**config.mk**
```make
export PLATFORM = sky130hd
export DESIGN_NAME = bavg_ram
export DESIGN_NICKNAME = d
export VERILOG_FILES = /design/src/rtl/bavg_ram.sv
export SDC_FILE = /design/constraint.sdc
export NUM_CORES = 1
export LEC_CHECK = 0
export CORE_UTILIZATION = 56
export CTS_CLUSTER_DIAMETER = 80
export DETAILED_ROUTE_END_ITERATION = 10
export DONT_BUFFER_PORTS = 1
export GPL_ROUTABILITY_DRIVEN = 0
export HOLD_SLACK_MARGIN = 0.06
export PLACE_DENSITY = 0.74
export SLEW_MARGIN = 25
export SYNTH_ARGS = -nofsm -noshare
export SYNTH_HDL_FRONTEND = slang
export SYNTH_SLANG_ARGS = --single-unit
```
**constraint.sdc**
```tcl
create_clock -name clk -period 1.7 [get_ports clk]
set_input_delay 0.17 -clock clk [delete_from_list [all_inputs] [get_ports clk]]
set_output_delay 0.17 -clock clk [all_outputs]
set_load 0.02 [all_outputs]
```
**src/rtl/bavg_ram.sv**
```systemverilog
// ----------------------------------------------------------------------------
// Generic single-port-write RAM
// One write port and one read port with registered read data.
// ----------------------------------------------------------------------------
module bavg_ram #(
	parameter int WIDTH = 8,
	parameter int DEPTH = 16
) (
	input  logic                     clk,
	input  logic                     we,
	input  logic [$clog2(DEPTH)-1:0] waddr,
	input  logic [WIDTH-1:0]         wdata,
	input  logic [$clog2(DEPTH)-1:0] raddr,
	output logic [WIDTH-1:0]         rdata
);

	logic [WIDTH-1:0] mem [DEPTH];

	always_ff @(posedge clk) begin
		if (we) begin
			mem[waddr] <= wdata;
		end
		rdata <= mem[raddr];
	end

endmodule

```
---- After elaboration in Yosys (flattened, before gate mapping) ----
Memory sizes are Yosys's and may differ from the RTL's. A register that Yosys moved wholly into a read port is not among the register bits.
Cells that the tools add are included.
storage, ports and cells
  flip-flop bits (word level) ............. 0
  memories ................................ 1
  bits in writable memories ............... 128
  word-level logic and storage cells ...... 3
  latch bits .............................. 0
  memory bits (read-only) ................. 0
memory list
  name  words  width  read ports  clocked after Yosys merged registers in  write ports  line  text
  mem   16     8      1           1                                        1            17    logic [WIDTH-1:0] mem [DEPTH];
cells by class
  bitwise gates (word level) .............. 0
  divide/modulo/power cells ............... 0
  equality and inequality tests ........... 0
  multiply operators ...................... 0
  magnitude comparators ................... 0
  shifts and indexed selects .............. 0
  reductions and logical operators ........ 0
  multiplexer cells ....................... 2
  add/subtract/negate cells ............... 0
operators by type and width
  operator          count
  2-to-1 mux 1 bit  2

---- Logic depth before layout (Yosys ltp) ----
  word-level depth ........................ 2
  mapped depth ............................ 5
  depth with buffers taken out ............ 3

---- Least setup slack after synthesis ----
Ideal clock, no wire load.
  path kind ............................... input -> register
  start point ............................. input port waddr[2]
  end point ............................... memory mem[0][0] (enable)
  slack ................................... 0.037 ns
  data arrival time ....................... 1.280 ns
  data required time ...................... 1.317 ns
  path buffers ............................ 0
  stages on the path ...................... 2
  setup time .............................. 0.383 ns
  cells stage by stage .................... or3b_2 -> nor3_1
RTL lines
  element      line  text
  from (decl)  11    input logic [$clog2(DEPTH)-1:0] waddr,
  to (decl)    17
No word-level cell before the write port.

---- Final worst setup path ----
  start point ............................. input port waddr[0]
  end point ............................... memory mem[4][2] (enable)
No word-level cell before the write port.

==> flow_metrics.env <==
export IMPL_status="finished, violations left"
export IMPL_violations="DRC"
export IMPL_hold_buffers=12
export IMPL_synth_most_common_cell="edfxtp_1"
export IMPL_setup_violations=0
export IMPL_avgViaCountPerCell=6.16
export IMPL_insertion_delay_ps=510
export IMPL_path_clk_slew_ps=60
export IMPL_yosysSeqAreaShare=0.778
export IMPL_antennaDiodeCount=0
export IMPL_std_cell_rows=34
export IMPL_p_leak_nw=1.98
export IMPL_drv_slew=0
export IMPL_cp_start_kind="primary input"
export IMPL_power_switching_mw=1.46
export IMPL_hpwl_microns=5910
export IMPL_crit_type="primary input to flop"
export IMPL_die_x_microns=97.9
export IMPL_arrival_ps=1680
export IMPL_ir_worst_vdd_mv=0.696
export IMPL_setup_tns_ps=0
export IMPL_cp_required_ps=1920
export IMPL_ctsLongestPathBuffers=2
export IMPL_antenna_found_initial=0
export IMPL_grt_pass1_wl_microns=14900
export IMPL_multiInputGateArea_sq_mm=0.00106
export IMPL_cts_tree="yes"
export IMPL_start_util=0.585
export IMPL_cts_sinks=136
export IMPL_grt_pass1_vias=2574
export IMPL_ant_nets=0
export IMPL_synth_avg_cell_area_sq_um=22.5
export IMPL_fmax_ghz=0.682
export IMPL_areaGrowthSynthToFinish_pct=15.8
export IMPL_period_minus_slack_ps=1470
export IMPL_drt_pass1_iter_count=7
export IMPL_ys_top_cells_by_area="edfxtp_1 (75%), mux4_2 (7.9%), mux4_1 (7.1%)"
export IMPL_synthFlopType="edfxtp_1"
export IMPL_crit_path_max_fanout=8
export IMPL_route_detailed_drc=1
export IMPL_grt_ovfl_total=0
export IMPL_timing_final_crit_share=0.863
export IMPL_fillers=555
export IMPL_seqCellArea_sq_mm=0.00400
export IMPL_p_clk_frac=0.434
export IMPL_drive_gt1_frac=0.215
export IMPL_coreArea_sq_mm=0.00881
export IMPL_drt_iter0_markers=175
export IMPL_post_cts_buffers=0
export IMPL_worst_setup_path_end_kind="flop"
export IMPL_power_frac_seq=0.526
export IMPL_cts_resized=0
export IMPL_synthCells=229
export IMPL_relSlewSlack=0.552
export IMPL_crit_path_max_incr_delay_ps=600
export IMPL_skew_ps=4.73
export IMPL_synth_top_area_frac=0.747
export IMPL_routedWlPerCell_microns=25.0
export IMPL_hold_violations=0
export IMPL_ctsHtreeMaxLevel=4
export IMPL_grt_use_total=0.227
export IMPL_cpMostUsedCell="dlygate4sd3_1"
export IMPL_vias=2383
export IMPL_ys_top_cells_by_count="edfxtp_1 (128), mux4_2 (18), a22oi_1 (16)"
export IMPL_hp_class="primary input to flop"
export IMPL_path_cells="dlygate4sd3_1 > nor3_1 > dlygate4sd3_1 > buf_4"
export IMPL_synth_edf_count=128
export IMPL_yosysTopAreaCell="edfxtp_1"
export IMPL_p_comb_frac=0.039
export IMPL_tightest_slew_ps=670
export IMPL_power_internal_mw=5.77
export IMPL_grt_max_degree=33
export IMPL_ys_ff_latch=136
export IMPL_yosys_warnings=0
export IMPL_port_buffer_count=0
export IMPL_rsz0062_at_grt="no"
export IMPL_ios=26
export IMPL_wl_microns=9680
export IMPL_power_density_mw_per_mm2=1210
export IMPL_netlist_area_sq_mm=0.00515
export IMPL_dieArea_sq_mm=0.00958
export IMPL_total_power_mw=7.23
export IMPL_cts_root_buffer="clkbuf_8"
export IMPL_critPathSlowestCell="dlygate4sd3_1"
export IMPL_die_y_microns=97.9
export IMPL_final_nets=285
export IMPL_sw_frac_of_total=0.202
export IMPL_synth_distinct_cells=19
export IMPL_cap_violations=0
export IMPL_synth_nets=247
export IMPL_cts_inserted_buffers=17
export IMPL_async_flop_share=0
-- layout make-up --
type,count,area share
Timing Repair Buffer,29,0.0432
Sequential cell,136,0.672
Clock buffer,18,0.0701
Tap cell,108,0.0227
Multi-Input combinational cell,83,0.177
Clock inverter,13,0.0149
-- layer usage --
layer / vias up / routed length (microns) / GRT usage
met5: - / 0 / 0
met4: 0 / 104 / 0.0921
met3: 7 / 686 / 0.0730
met2: 80 / 4960 / 0.349
met1: 1246 / 3930 / 0.304
li1: 1050 / - / -
-- stage by stage --
stage / hold slack, ps / setup slack [ps] / util / cells / instance area (sq um)
4_1_cts: -14.8 / 255 / 0.677 / 387 / 5960
3_3_place_gp: 270 / 351 / 0.605 / 344 / 5320
2_1_floorplan: 269 / 37.1 / - / 229 / 5150
3_5_place_dp: 270 / 299 / 0.605 / 344 / 5320
6_report: 22.8 / 234 / 0.677 / 387 / 5960
5_1_grt: 16.8 / 144 / 0.677 / 387 / 5960
-- critical path: cells and delay by family --
kind / cells / cell delay (ps)
buffers and inverters: 3 / 1340
AND/OR/NAND/NOR: 1 / 170
-- flip-flops by register name (all words and copies together) (netlist names) --
register,count
mem,128
rdata,8
-- logic make-up after synthesis --
logic type | Yosys count | synth area share
multiplexers | 32 | 0.150
AND/OR/NAND/NOR | 35 | 0.0318
AO/OA/AOI/OAI | 16 | 0.0233
buffers and inverters | 10 | 0.0168
flip-flops | 136 | 0.778
-- placed cells by master, fill, tap and decap left out --
cell type      count
nand3_1            1
edfxtp_1         128
clkbuf_8           1
nor3_1             4
nor2b_1            1
bufinv_16          1
clkinvlp_4         3
mux4_2            18
clkinv_2           2
nand2_1            9
or3b_2             1
a22oi_1           16
mux4_1            14
clkinv_1           7
clkbuf_1           1
and2_1             1
clkbuf_16         16
buf_12             1
nand3b_1           2
nor2_1            13
buf_4             17
and2b_1            1
nand2b_1           2
dfxtp_1            8
dlygate4sd3_1     11
-- final timing paths --
path	to	startpoint	depth (start not counted)	slack [ps]
max	mem[4][2]	waddr[0]	4	230
min	rdata[2]	raddr[0]	3	20
max reg2reg	rdata[5]	mem[2][5]	3	270
min reg2reg	rdata[0]	mem[12][0]	3	670
-- power by group through the flow --
stage / clock network, mW / logic (mW) / registers, mW
finish: 3.14 / 0.285 / 3.81
global route: 3.31 / 0.309 / 3.81
CTS: 3.17 / 0.288 / 3.81
detailed placement: 0 / 0.205 / 3.88
global placement: 0 / 0.200 / 3.87
floorplan: 0 / 0.190 / 3.86
Power figures use the tool's default switching activity.
